$ cat config.mk
export PLATFORM = sky130hd
export DESIGN_NAME = char_lcd_nibble_writer_top
export DESIGN_NICKNAME = d
export VERILOG_FILES = /design/src/hdl/cnw_pkg.sv /design/src/hdl/cnw_front.sv /design/src/hdl/cnw_job_fifo.sv /design/src/hdl/cnw_back.sv /design/src/hdl/char_lcd_nibble_writer_top.sv
export SDC_FILE = /design/constraint.sdc
export NUM_CORES = 1
export LEC_CHECK = 0
export ABC_AREA = 1
export BUFFER_PORTS_ARGS = -buffer_cell sky130_fd_sc_hd__buf_4
export CORE_MARGIN = 5
export CORE_UTILIZATION = 60
export DETAILED_ROUTE_END_ITERATION = 10
export PLACE_DENSITY_LB_ADDON = 0.08
export SYNTH_ARGS = -nofsm -noshare
export SYNTH_HDL_FRONTEND = slang
export SYNTH_SLANG_ARGS = --single-unit
$ cat constraint.sdc
create_clock -name clk -period 3.1 [get_ports clk]
set_input_delay 0.465 -clock clk [delete_from_list [all_inputs] [get_ports clk]]
set_output_delay 0.465 -clock clk [all_outputs]
set_load 0.1 [all_outputs]
$ cat src/hdl/cnw_pkg.sv
// Package for the character display nibble writer.
// Holds the display geometry, opcodes, job descriptor and nibble tables.
// Depends on nothing; every module of the block refers to it by scoped names.
package cnw_pkg;

  localparam int COLUMNS = 20;
  localparam int ROWS = 4;
  localparam int SCREEN = COLUMNS * ROWS;
  localparam int POS_W = 7;
  localparam int JOB_AW = 2;
  localparam int JOB_DEPTH = 1 << JOB_AW;
  localparam int STEP_W = 4;
  localparam logic [STEP_W-1:0] INIT_LAST_STEP = 4'd12;

  localparam logic [7:0] SET_ADDR_CMD = 8'h80;
  localparam logic [7:0] LONG_MASK = 8'hfc;

  typedef enum logic [1:0] {
    OP_PUTC   = 2'd0,
    OP_SETCUR = 2'd1,
    OP_RAW    = 2'd2,
    OP_INIT   = 2'd3
  } op_t;

  typedef enum logic [1:0] {
    WAIT_PULSE = 2'd0,
    WAIT_SHORT = 2'd1,
    WAIT_LONG  = 2'd2
  } wait_t;

  typedef enum logic [1:0] {
    JOB_DATA = 2'd0,
    JOB_CMD  = 2'd1,
    JOB_INIT = 2'd2
  } job_kind_t;

  typedef struct packed {
    job_kind_t  kind;
    logic [7:0] first_byte;
    logic [7:0] addr_byte;
    logic       addr_en;
  } job_t;

  typedef struct packed {
    logic [3:0] nibble;
    wait_t      wait_class;
  } init_nib_t;

  function automatic logic [7:0] row_offset(input logic [1:0] r);
    logic [7:0] off;
    case (r)
      2'd0: off = 8'h00;
      2'd1: off = 8'h40;
      2'd2: off = 8'h14;
      default: off = 8'h54;
    endcase
    return off;
  endfunction

  function automatic logic [POS_W-1:0] row_base(input logic [1:0] r);
    return POS_W'(int'(r) * COLUMNS);
  endfunction

  function automatic init_nib_t init_nibble(input logic [STEP_W-1:0] step);
    init_nib_t n;
    case (step)
      4'd0: n = '{4'h3, WAIT_SHORT};
      4'd1: n = '{4'h2, WAIT_PULSE};
      4'd2: n = '{4'h8, WAIT_SHORT};
      4'd3: n = '{4'h2, WAIT_PULSE};
      4'd4: n = '{4'h8, WAIT_SHORT};
      4'd5: n = '{4'h0, WAIT_PULSE};
      4'd6: n = '{4'hc, WAIT_SHORT};
      4'd7: n = '{4'h0, WAIT_PULSE};
      4'd8: n = '{4'h1, WAIT_LONG};
      4'd9: n = '{4'h0, WAIT_PULSE};
      4'd10: n = '{4'h6, WAIT_SHORT};
      4'd11: n = '{4'h0, WAIT_PULSE};
      default: n = '{4'h1, WAIT_LONG};
    endcase
    return n;
  endfunction

endpackage

$ cat src/hdl/cnw_front.sv
// Front end of the nibble writer: accepts items, keeps the cursor position
// and turns each item into one job descriptor. Depends on cnw_pkg.
module cnw_front (
  input  logic                 clk,
  input  logic                 rst_n,
  input  logic                 push,
  input  logic                 job_full,
  input  logic [1:0]           in_opcode,
  input  logic [7:0]           in_byte_value,
  input  logic [1:0]           in_row,
  input  logic [4:0]           in_column,
  output logic                 job_push,
  output cnw_pkg::job_t        job
);

  logic [cnw_pkg::POS_W-1:0] cursor_r;
  logic [cnw_pkg::POS_W-1:0] cursor_nxt;
  logic [cnw_pkg::POS_W-1:0] pos_inc;
  logic [cnw_pkg::POS_W-1:0] pos_wrap;
  logic                      at_row_start;
  logic [1:0]                row_idx;
  logic [1:0]                row_cl;
  logic [4:0]                col_cl;

  assign job_push = push && !job_full;

  always_comb begin
    pos_inc = cursor_r + cnw_pkg::POS_W'(1);
    pos_wrap = (pos_inc >= cnw_pkg::POS_W'(cnw_pkg::SCREEN)) ? '0 : pos_inc;
    at_row_start = 1'b0;
    row_idx = '0;
    for (int i = 0; i < cnw_pkg::ROWS; i++) begin
      if (pos_wrap == cnw_pkg::row_base(2'(i))) begin
        at_row_start = 1'b1;
        row_idx = 2'(i);
      end
    end
    row_cl = (in_row > 2'(cnw_pkg::ROWS - 1)) ? 2'(cnw_pkg::ROWS - 1) : in_row;
    col_cl = (in_column > 5'(cnw_pkg::COLUMNS - 1)) ? 5'(cnw_pkg::COLUMNS - 1) : in_column;

    job = '{cnw_pkg::JOB_CMD, in_byte_value, '0, 1'b0};
    cursor_nxt = cursor_r;
    case (cnw_pkg::op_t'(in_opcode))
      cnw_pkg::OP_PUTC: begin
        job.kind = cnw_pkg::JOB_DATA;
        job.addr_en = at_row_start;
        job.addr_byte = cnw_pkg::SET_ADDR_CMD | cnw_pkg::row_offset(row_idx);
        cursor_nxt = pos_wrap;
      end
      cnw_pkg::OP_SETCUR: begin
        job.first_byte = cnw_pkg::SET_ADDR_CMD
                         | (cnw_pkg::row_offset(row_cl) + 8'(col_cl));
        cursor_nxt = cnw_pkg::row_base(row_cl) + cnw_pkg::POS_W'(col_cl);
      end
      cnw_pkg::OP_RAW: begin
        job.kind = cnw_pkg::JOB_CMD;
      end
      default: begin
        job.kind = cnw_pkg::JOB_INIT;
        cursor_nxt = '0;
      end
    endcase
  end

  always_ff @(posedge clk) begin
    if (!rst_n) begin
      cursor_r <= '0;
    end else if (job_push) begin
      cursor_r <= cursor_nxt;
    end
  end

endmodule

$ cat src/hdl/cnw_job_fifo.sv
// Short job queue between the front and back ends of the nibble writer.
// Depends on cnw_pkg for the job descriptor and the queue depth.
module cnw_job_fifo (
  input  logic          clk,
  input  logic          rst_n,
  input  logic          wr_en,
  input  cnw_pkg::job_t wr_job,
  input  logic          rd_en,
  output logic          full,
  output logic          rd_valid,
  output cnw_pkg::job_t rd_job
);

  cnw_pkg::job_t                 mem_r [cnw_pkg::JOB_DEPTH];
  logic [cnw_pkg::JOB_AW-1:0]    wr_ptr_r;
  logic [cnw_pkg::JOB_AW-1:0]    rd_ptr_r;
  logic [cnw_pkg::JOB_AW:0]      count_r;
  logic [cnw_pkg::JOB_AW:0]      count_nxt;

  assign full = (count_r == (cnw_pkg::JOB_AW + 1)'(cnw_pkg::JOB_DEPTH));
  assign rd_valid = (count_r != '0);
  assign rd_job = mem_r[rd_ptr_r];

  always_comb begin
    count_nxt = count_r;
    if (wr_en && !(rd_en && rd_valid)) begin
      count_nxt = count_r + 1'b1;
    end else if (!wr_en && rd_en && rd_valid) begin
      count_nxt = count_r - 1'b1;
    end
  end

  always_ff @(posedge clk) begin
    if (wr_en) begin
      mem_r[wr_ptr_r] <= wr_job;
    end
  end

  always_ff @(posedge clk) begin
    if (!rst_n) begin
      wr_ptr_r <= '0;
      rd_ptr_r <= '0;
      count_r <= '0;
    end else begin
      count_r <= count_nxt;
      if (wr_en) begin
        wr_ptr_r <= wr_ptr_r + 1'b1;
      end
      if (rd_en && rd_valid) begin
        rd_ptr_r <= rd_ptr_r + 1'b1;
      end
    end
  end

endmodule

$ cat src/hdl/cnw_back.sv
// Back end of the nibble writer: expands the job at the head of the queue
// into nibble transfers and holds one in the output register. Depends on cnw_pkg.
module cnw_back (
  input  logic          clk,
  input  logic          rst_n,
  input  logic          job_valid,
  input  cnw_pkg::job_t job,
  output logic          job_pop,
  input  logic          pop,
  output logic          empty,
  output logic          out_register_select,
  output logic [3:0]    out_nibble,
  output logic [1:0]    out_wait_class,
  output logic          out_last
);

  logic [cnw_pkg::STEP_W-1:0] step_r;
  logic [cnw_pkg::STEP_W-1:0] step_nxt;
  logic                       out_valid_r;
  logic                       out_valid_nxt;
  logic                       rs_r;
  logic [3:0]                 nibble_r;
  cnw_pkg::wait_t             wait_r;
  logic                       last_r;
  logic                       advance;
  logic                       rs;
  logic [3:0]                 nibble;
  cnw_pkg::wait_t             wait_cls;
  logic                       last;
  cnw_pkg::init_nib_t         init_nib;

  assign advance = job_valid && (!out_valid_r || pop);
  assign job_pop = advance && last;

  always_comb begin
    rs = 1'b0;
    nibble = job.first_byte[7:4];
    wait_cls = cnw_pkg::WAIT_PULSE;
    last = 1'b0;
    init_nib = cnw_pkg::init_nibble(step_r);
    case (job.kind)
      cnw_pkg::JOB_DATA: begin
        case (step_r[1:0])
          2'd0: begin
            rs = 1'b1;
          end
          2'd1: begin
            rs = 1'b1;
            nibble = job.first_byte[3:0];
            wait_cls = cnw_pkg::WAIT_SHORT;
            last = !job.addr_en;
          end
          2'd2: begin
            nibble = job.addr_byte[7:4];
          end
          default: begin
            nibble = job.addr_byte[3:0];
            wait_cls = cnw_pkg::WAIT_SHORT;
            last = 1'b1;
          end
        endcase
      end
      cnw_pkg::JOB_CMD: begin
        if (step_r[0]) begin
          nibble = job.first_byte[3:0];
          wait_cls = ((job.first_byte & cnw_pkg::LONG_MASK) == '0)
                     ? cnw_pkg::WAIT_LONG : cnw_pkg::WAIT_SHORT;
          last = 1'b1;
        end
      end
      default: begin
        nibble = init_nib.nibble;
        wait_cls = init_nib.wait_class;
        last = (step_r == cnw_pkg::INIT_LAST_STEP);
      end
    endcase

    step_nxt = step_r;
    if (advance) begin
      step_nxt = last ? '0 : step_r + 1'b1;
    end
    out_valid_nxt = advance || (out_valid_r && !pop);
  end

  always_ff @(posedge clk) begin
    if (!rst_n) begin
      step_r <= '0;
      out_valid_r <= 1'b0;
    end else begin
      step_r <= step_nxt;
      out_valid_r <= out_valid_nxt;
    end
  end

  always_ff @(posedge clk) begin
    if (advance) begin
      rs_r <= rs;
      nibble_r <= nibble;
      wait_r <= wait_cls;
      last_r <= last;
    end
  end

  assign empty = !out_valid_r;
  assign out_register_select = rs_r;
  assign out_nibble = nibble_r;
  assign out_wait_class = wait_r;
  assign out_last = last_r;

endmodule

$ cat src/hdl/char_lcd_nibble_writer_top.sv
// Character display writer for a 4-bit HD44780-style bus.
// Both sides behave as queues. An item (opcode, byte, row, column) is taken
// at a clock edge where push is high and full is low. Results wait on the out_
// ports while empty is low and leave at an edge where pop is high.
// Each result is one nibble transfer with register select, a wait class and
// a last flag on the final nibble of its item.
// A put-character item gives two nibbles, or four when the cursor reaches the
// start of a row; set cursor and raw command give two; init gives thirteen.
// When the queues are empty, an accepted item is written into the job queue and
// its first nibble is then loaded into the output register. The back end
// emits one nibble per cycle while pop is high or the output is empty.
// A four-entry job queue lets the front keep accepting items while the back
// end works; full rises only when that queue holds four pending jobs.
// When pop stays low, the output register holds its nibble and the back end
// and then the queue stall; no transfer is lost.
// Reset clears the cursor to the top left position and empties both queues.
// Depends on cnw_pkg, cnw_front, cnw_job_fifo and cnw_back.
module char_lcd_nibble_writer_top (
  input  logic       clk,
  input  logic       rst_n,
  input  logic       push,
  output logic       full,
  input  logic [1:0] in_opcode,
  input  logic [7:0] in_byte_value,
  input  logic [1:0] in_row,
  input  logic [4:0] in_column,
  output logic       empty,
  input  logic       pop,
  output logic       out_register_select,
  output logic [3:0] out_nibble,
  output logic [1:0] out_wait_class,
  output logic       out_last
);

  logic          job_push;
  logic          job_full;
  logic          job_valid;
  logic          job_pop;
  cnw_pkg::job_t front_job;
  cnw_pkg::job_t head_job;

  assign full = job_full;

  cnw_front u_front (
    .clk          (clk),
    .rst_n        (rst_n),
    .push         (push),
    .job_full     (job_full),
    .in_opcode    (in_opcode),
    .in_byte_value(in_byte_value),
    .in_row       (in_row),
    .in_column    (in_column),
    .job_push     (job_push),
    .job          (front_job)
  );

  cnw_job_fifo u_job_fifo (
    .clk     (clk),
    .rst_n   (rst_n),
    .wr_en   (job_push),
    .wr_job  (front_job),
    .rd_en   (job_pop),
    .full    (job_full),
    .rd_valid(job_valid),
    .rd_job  (head_job)
  );

  cnw_back u_back (
    .clk                (clk),
    .rst_n              (rst_n),
    .job_valid          (job_valid),
    .job                (head_job),
    .job_pop            (job_pop),
    .pop                (pop),
    .empty              (empty),
    .out_register_select(out_register_select),
    .out_nibble         (out_nibble),
    .out_wait_class     (out_wait_class),
    .out_last           (out_last)
  );

`ifndef NO_ASSERTIONS
  a_pop_needs_job: assert property (@(posedge clk) disable iff (!rst_n)
    job_pop |-> job_valid)
    else $error("Job queue popped while empty.");

  a_full_has_job: assert property (@(posedge clk) disable iff (!rst_n)
    job_full |-> job_valid)
    else $error("Job queue reports full without a head job.");

  a_last_not_pulse: assert property (@(posedge clk) disable iff (!rst_n)
    (!empty && out_last) |-> (out_wait_class != cnw_pkg::WAIT_PULSE))
    else $error("Final nibble of an item carries only an enable pulse.");

  a_long_is_cmd: assert property (@(posedge clk) disable iff (!rst_n)
    (!empty && out_wait_class == cnw_pkg::WAIT_LONG) |-> !out_register_select)
    else $error("Long wait on a data register transfer.");
`endif

endmodule
## Word-level counts from Yosys, hierarchy flattened

Memories as Yosys holds them, arrays and structs flattened. A register that Yosys moved wholly into a read port is not among the register bits.
Index checks and enable logic that the tools add are counted.

- Equal/unequal tests: 14
- Order comparisons: 3
- $mul: 1
- Add/sub/neg operators: 8
- Bitwise logic cells: 1
- Muxes and demuxes: 37
- Reductions and logical operators: 29

Operators by type and width:

| kind | count |
|---|---|
| $pmux 7 s3 | 3 |
| $mux 4 | 4 |
| $add 7x5->7 | 2 |
| $eq 7x6->1 const B | 2 |
| $mux 2 | 7 |
| $mux 7 | 2 |
| $pmux 4 s3 | 1 |
| $eq 2x1->1 const B | 5 |
| $logic_not 2->1 | 5 |
| $mux 1 | 10 |
| $mux 9 | 1 |
| $eq 2x2->1 const B | 4 |
| $logic_and 1x1->1 | 8 |
| $logic_not 8->1 | 1 |
| $mux 8 | 1 |
| $pmux 2 s2 | 2 |
| $pmux 4 s2 | 1 |
| $add 7x1->7 const B | 1 |
| $eq 7x5->1 const B | 1 |
| $ge 7x7->1 const B | 1 |
| $logic_not 7->1 | 1 |
| $logic_not 1->1 | 6 |
| $mux 3 | 2 |
| $reduce_or 2->1 | 3 |
| 16 further kinds | 19 |

- Register bits after elaboration: 27
- ROM bits: 96
- Memories: 2
- Output and inout port bits: 10
- Logic and storage cells: 105
- Bits in writable memories: 76
- Bits of input ports: 21

Memory list:

| name | depth | width | rd ports | clocked after memory_dff | write ports | RTL line | text |
|---|---|---|---|---|---|---|---|
| (no name shown) | 16 | 6 | 1 | 1 | 0 | cnw_pkg.sv:66 | `case (step)` |
| u_job_fifo.mem_r | 4 | 19 | 1 | 1 | 1 | cnw_job_fifo.sv:14 | `cnw_pkg::job_t mem_r [cnw_pkg::JOB_DEPTH];` |

## Logic depth before layout (Yosys ltp)

- Depth in word-level cells: 10
- Gate-level depth with buffers: 17
- Depth with buffers taken out: 17

## Modules after synthesis

Synthesis repeated with hierarchy kept, for this count alone.

- Cell total of the unflattened synthesis: 558
- Area total of the unflattened synthesis: 5510.3 um^2

By module, submodules not included:

| module | instances | cells an instance | sequential area each (um^2) | area an instance (um^2) |
|---|---|---|---|---|
| cnw_job_fifo | 1 | 249 | 2462.4 | 3294.4 |
| cnw_back | 1 | 146 | 460.4 | 1212.4 |
| cnw_front | 1 | 163 | 140.1 | 1003.5 |

## Worst setup path before layout

Ideal clock, no wire load.

- Path kind: reg2reg
- From: register u_job_fifo.count_r[0] (netlist bit)
- To: register u_job_fifo.count_r[1] (netlist bit)
- Stages on the path, launching flop included: 7
- Slack: -0.440 ns
- Data required time: 2.986 ns
- Arrival: 3.426 ns
- Path buffers: 0
- Library setup time: 0.114 ns
- Period minus slack after synthesis: 3.540 ns
- Cells stage by stage: dfxtp_1 nor3_1 nor2_2 nand2_2 fa_1 nor2_1 nor2_1

- Elaborated cells on any way between the ends: 17
- Those cells by class: add/sub (2); eq/ne (1); mux (2); reduce/logical (12)

RTL lines:

| element | RTL line | text |
|---|---|---|
| start: declaration | cnw_job_fifo.sv:17 | `logic [cnw_pkg::JOB_AW:0] count_r;` |
| start signal: assignment | cnw_job_fifo.sv:45 | `count_r <= count_nxt;` |
| $eq 3x3->1 | cnw_job_fifo.sv:20 | `assign full = (count_r == (cnw_pkg::JOB_AW + 1)'(cnw_pkg::JOB_DEPTH));` |
| named net full | char_lcd_nibble_writer_top.sv:22 | `output logic full,` |
| $logic_not 1->1 | cnw_front.sv:25 | `assign job_push = push && !job_full;` |
| $logic_and 1x1->1 | cnw_front.sv:25 |  |
| $logic_and 1x1->1 | cnw_job_fifo.sv:26 | `if (wr_en && !(rd_en && rd_valid)) begin` |
| $mux 3 | cnw_job_fifo.sv:26 |  |
| named net u_job_fifo.count_nxt, one bit | cnw_job_fifo.sv:18 | `logic [cnw_pkg::JOB_AW:0] count_nxt;` |

The timed path passes the listed nets, and every way through them passes these cells. The select of a mux whose other input is x is not followed.
A chain may end at the register's enable or synchronous reset.

## Worst setup path in the final report

- From: register u_back.step_r[0] (netlist bit)
- To: register u_job_fifo.count_r[2] (netlist bit)

- Longest elaborated chain between the ends: 9
- Elaborated cells on any way between the ends: 16
- Those cells by class: eq/ne (3); mux (4); reduce/logical (9)

Ends and longest elaborated chain:

| element | RTL line | text |
|---|---|---|
| start: declaration | cnw_back.sv:17 | `logic [cnw_pkg::STEP_W-1:0] step_r;` |
| start signal: assignment | cnw_back.sv:90 | `step_r <= step_nxt;` |
| $eq 2x2->1 / $logic_not 2->1 (equally long branches) | cnw_back.sv:43 | `case (step_r[1:0])` |
| $reduce_or 2->1 (no line) | - |  |
| $pmux 1 s2 | cnw_back.sv:43 |  |
| $pmux 1 s2 * | cnw_back.sv:41 | `case (job.kind)` |
| named net u_back.last | cnw_back.sv:29 | `logic last;` |
| $logic_and 1x1->1 * | cnw_back.sv:33 | `assign job_pop = advance && last;` |
| $logic_and 1x1->1 | cnw_job_fifo.sv:26 |  |
| $logic_not 1->1 | cnw_job_fifo.sv:26 |  |
| $logic_and 1x1->1 | cnw_job_fifo.sv:26 |  |
| $mux 3 / $reduce_bool 2->1 (equally long branches) | - |  |

The timed path passes the listed nets; every way through them passes the cells marked *.

==> results.md <==
- The count of maximum capacitance violations is 0.
- After routing the design area is 5100 um^2.
- For the final routed database, the setup TNS stands at 0 ns.
- The fraction of registers with async set or reset after synthesis is 0.
- The count of mapped cells out of synthesis is 489.
- The clock insertion delay at the later pin of the skew report is roughly 0.36 ns.
- The count of pins over their slew limit is 0.
- After filler insertion, the fill cell instance count of the layout stands at 571.
- STA classifies the critical path endpoint as a register.
- The starting density of the core is 0.625.
- The count of H-tree levels built during CTS is 3.
- The predominant post-synthesis flop cell is sky130_fd_sc_hd__edfxtp_1.
- The number of design rule violations left after detail routing is 0.
- The final hold slack is 0.446 ns.
- The number of antenna violations at the first check in global routing is 0.
- The buffers inserted during post-CTS setup optimization is 0.
- Measured against its own limit, the worst slew margin works out to 0.508.
- The synthesis-stage register bit count is 91.
- 0 antenna diodes ended up in the layout.
- The cell depth of the worst flop-to-flop path is 15.
- Counting flops with a built-in enable in the synthesized netlist gives 64.
- The die outline width is 97.4 um.
- Post-CTS repair changed the size of 0 cells.
- The design draws 4.13 mW.
- In the global route stage, overall resource usage came out at 0.200.
- The net switching power of the design is ~1.8 mW.
- The min-delay analysis places its worst path in the category input port to register.
- The hold buffer count at CTS is 0.
- The shortest period the worst path allows is 2.60 ns.
- The congestion estimate from routability-driven global placement came to 0.848.
- OpenSTA, run right after detailed placement, puts the worst setup slack at 0.531 ns.
- Of the cells placed in the final design, the portion with a size suffix greater than 1 is 0.160.
- The reg-to-reg critical path endpoint is u_job_fifo.count_r[2].
- The clock skew after layout is between 0.01 and 0.015 ns.
- For this run the aggregate overflow at the end of global routing stands at 0.
- The required time reported for the critical path endpoint is between 3 and 4 ns.
- The number of buffers on the longest clock path is 2.
- The final layout net count is approximately 570.
- Of the total power, combinational logic draws 0.419.
- The root buffer selected by CTS is sky130_fd_sc_hd__clkbuf_8.
- Setup violations remaining at the end of the flow were counted as 0.
- In the routed layout, each cell is associated on average with a via count of 5.40.
- The floorplan step defined a die boundary enclosing 9480 um^2.
- Once routing completed, OpenROAD measured the worst setup slack at 0.504 ns.
- The warning count from the yosys run is 0.
- The maximum single-stage delay on the critical path is 0.54 ns.
- In this run the mean area of a mapped cell was 9.37 um^2.
- When the netlist entered floorplanning its net count stood at around 530.
- The part of the total power dissipated in sequential elements is 0.399.
- Across all layers, the routed design uses 3376 vias.
- The area of the core region is 7330 um^2.
- The cell area after placement is around 4900 um^2.
- The hold violation count in the final report is 0.
- STA puts the critical path data arrival time at 2.86 ns.
- After detailed routing, the average wire length per cell comes to 14.5 um.
- The worst-case vdd ir drop is 489 uV.
- The startpoint identified for the worst register-to-register timing path is u_back.step_r[0].
- After clock tree synthesis, the clock-pin slew on the worst setup and hold paths is roughly 0.09 ns.
- The via count of the first global-routing pass is between 3000 and 4000.
- The synthesized netlist occupies a cell area of approximately 4600 um^2.
- The top cell types in the final layout, fill and taps aside, are sky130_fd_sc_hd__nand2_1 (115), sky130_fd_sc_hd__edfxtp_1 (64), sky130_fd_sc_hd__inv_1 (53).
- Port buffering added 30 buffers.
- Entering global routing, the biggest net connects 30 pins.
- The critical path's slowest cell is sky130_fd_sc_hd__dfxtp_1.
- The first-iteration detailed-routing DRC count is 146.
- The fraction of the cycle the final worst path needs is 0.837.
- The reg-to-reg setup timing slack is a little over 0.5 ns.
- The most critical setup path has its startpoint at u_back.step_r[0].
- Setup repair after global routing left no endpoint under its margin.
- The timing endpoint of the critical path is u_job_fifo.count_r[2].
- The part of the total power dissipated in the clock network is 0.182.
- The flow ran to the end, and the final reports show no timing, DRC or antenna violations.
- The number of buffers added by the clock tree synthesis step is 9.
- The distinct cell type count after synthesis is 43.
- STA classifies the critical path startpoint as a register.
- The achievable clock frequency is 385 MHz.
- The HPWL after detailed placement is 6640 um.
- The critical path in this run is classified as register to register.
- Measured along the y axis, the die boundary spans 97.4 um.
- The cell that appears most often on the critical path is sky130_fd_sc_hd__inv_1.
- The static leakage power is 2.20 nW.
- The number of optimization iterations in the first detailed-route pass is 5.
- The share of total power consumed by net switching is 0.427.
- The total power divided by cell area is 810 nW/um^2.
- The total number of cells along the worst setup path is 15.
- For this block, the routed nets add up to 9090 um of wire.
- The initialized floorplan defines 31 standard-cell rows.
- The TritonCTS clock tree is yes.
- For this run, the register share of the synthesized area comes to 0.538.
- Traced cell by cell, the critical path runs through inv_1, ha_1, inv_1, nor2_1, nand2_2, nand2_1, inv_2, nand2_4, nand2_8, nand2_2, fa_1, inv_1, nand4_1, a21oi_1, nor2_1.
- For the pin with the worst max-slew slack, the measured transition is about 0.74 ns.
- 31 I/O pins were placed.
- The combined buffer and inverter count along the critical path is 4.
- The first-pass GRT wire length is 15300 um.
- Relative to the synthesized area, the layout overhead comes to 11.4%.
- The maximum fanout along the worst path is 10.
- The count of nets left with antenna violations once routing finished came out at 0.
- Broken down by cell family, the worst path's largest delay share belongs to adder cells.
- Leaving out fill and tap cells, the most frequent cell in the layout is sky130_fd_sc_hd__nand2_1.
- The internal power contribution is 2.36 mW.
- The clock sink count is 91.
==> worst min-delay path by stage <==
stage	start	depth (start not counted)	slack, ns	endpoint
2_1_floorplan	u_job_fifo.wr_ptr_r[0]	1	0.46	u_job_fifo.wr_ptr_r[0]
5_1_grt	in_byte_value[7]	2	0.44	u_job_fifo.mem_r[0][16]
4_1_cts	rst_n	3	0.44	u_job_fifo.count_r[2]
3_3_place_gp	u_job_fifo.wr_ptr_r[0]	1	0.48	u_job_fifo.wr_ptr_r[0]
3_5_place_dp	u_job_fifo.wr_ptr_r[0]	1	0.50	u_job_fifo.wr_ptr_r[0]
6_report	in_byte_value[7]	2	0.45	u_job_fifo.mem_r[0][16]
==> stage by stage <==
step                utilization  std cells
finish                    0.696        625
global route              0.696        625
CTS                       0.696        625
detailed placement        0.671        610
global placement          0.671        610
floorplan                     -        489
==> cell type report <==
type / instances / area, um^2 / share of cell area
Timing Repair Buffer: 37 / 278 / 0.0545
Inverter: 62 / 235 / 0.0461
Clock buffer: 10 / 128 / 0.0250
Tap cell: 99 / 124 / 0.0243
Clock inverter: 5 / 55.1 / 0.0108
Sequential cell: 91 / 2460 / 0.483
Multi-Input combinational cell: 321 / 1820 / 0.357
==> synth_stat cells (all sizes together), types with 4 or more instances <==
library cell	number	area share
o21ai	32	0.036
xor2	5	0.0096
edfxtp	64	0.42
a21oi	10	0.011
clkbuf	9	0.0074
nor3	5	0.0055
nand3	39	0.054
dfxtp	27	0.12
o211ai	5	0.0082
nand4	5	0.0068
nor2	40	0.036
nand2	123	0.11
xnor2	4	0.0076
a31oi	9	0.012
inv	62	0.051
ha	20	0.055
buf	6	0.0076
==> logic make-up after synthesis <==
logic type | Yosys count | synth area share
xor+xnor | 9 | 0.0172
flops | 91 | 0.538
compound gates | 73 | 0.0964
buf+inv | 77 | 0.0664
fa+ha+maj | 22 | 0.0634
simple gates | 217 | 0.219
==> worst register-to-register path, delay by kind of cell (launching register included) <==
| family | cells | cell delay [ns] |
|---|---|---|
| adders and majority gates | 2 | 0.68 |
| and+or+nand+nor | 8 | 0.62 |
| DFF | 1 | 0.54 |
| buffers and inverters | 4 | 0.50 |
| AOI/OAI and AO/OA | 1 | 0.17 |
==> power by group through the flow <==
stage	logic (mW)	registers [mW]	clock network (mW)
floorplan	0.959	2.05	0
global placement	1.69	1.67	0
detailed placement	1.72	1.68	0
CTS	1.73	1.65	0.766
global route	1.89	1.67	0.820
finish	1.73	1.65	0.753
==> state kept, by name (all words and copies together), names as in the netlist, 2 cells and up, named ones only <==
| register | count |
|---|---|
| u_back.init_nib | 6 |
| u_back.step_r | 4 |
| u_back.out_wait_class | 2 |
| u_job_fifo.mem_r | 56 |
| u_job_fifo.count_r | 3 |
| u_front.cursor_r | 7 |
| u_back.out_nibble | 4 |
| u_job_fifo.wr_ptr_r | 2 |
| u_job_fifo.rd_ptr_r | 2 |
==> layer usage <==
metal / share of wire / wire, um / vias to the layer above / track usage
li1: - / - / 1701 / -
met1: 0.45 / 4050 / 1560 / 0.264
met2: 0.47 / 4280 / 95 / 0.320
met3: 0.052 / 471 / 20 / 0.0330
met4: 0.031 / 280 / 0 / 0.0969
met5: 0 / 0 / - / 0
(Power assumes the default switching activity.)
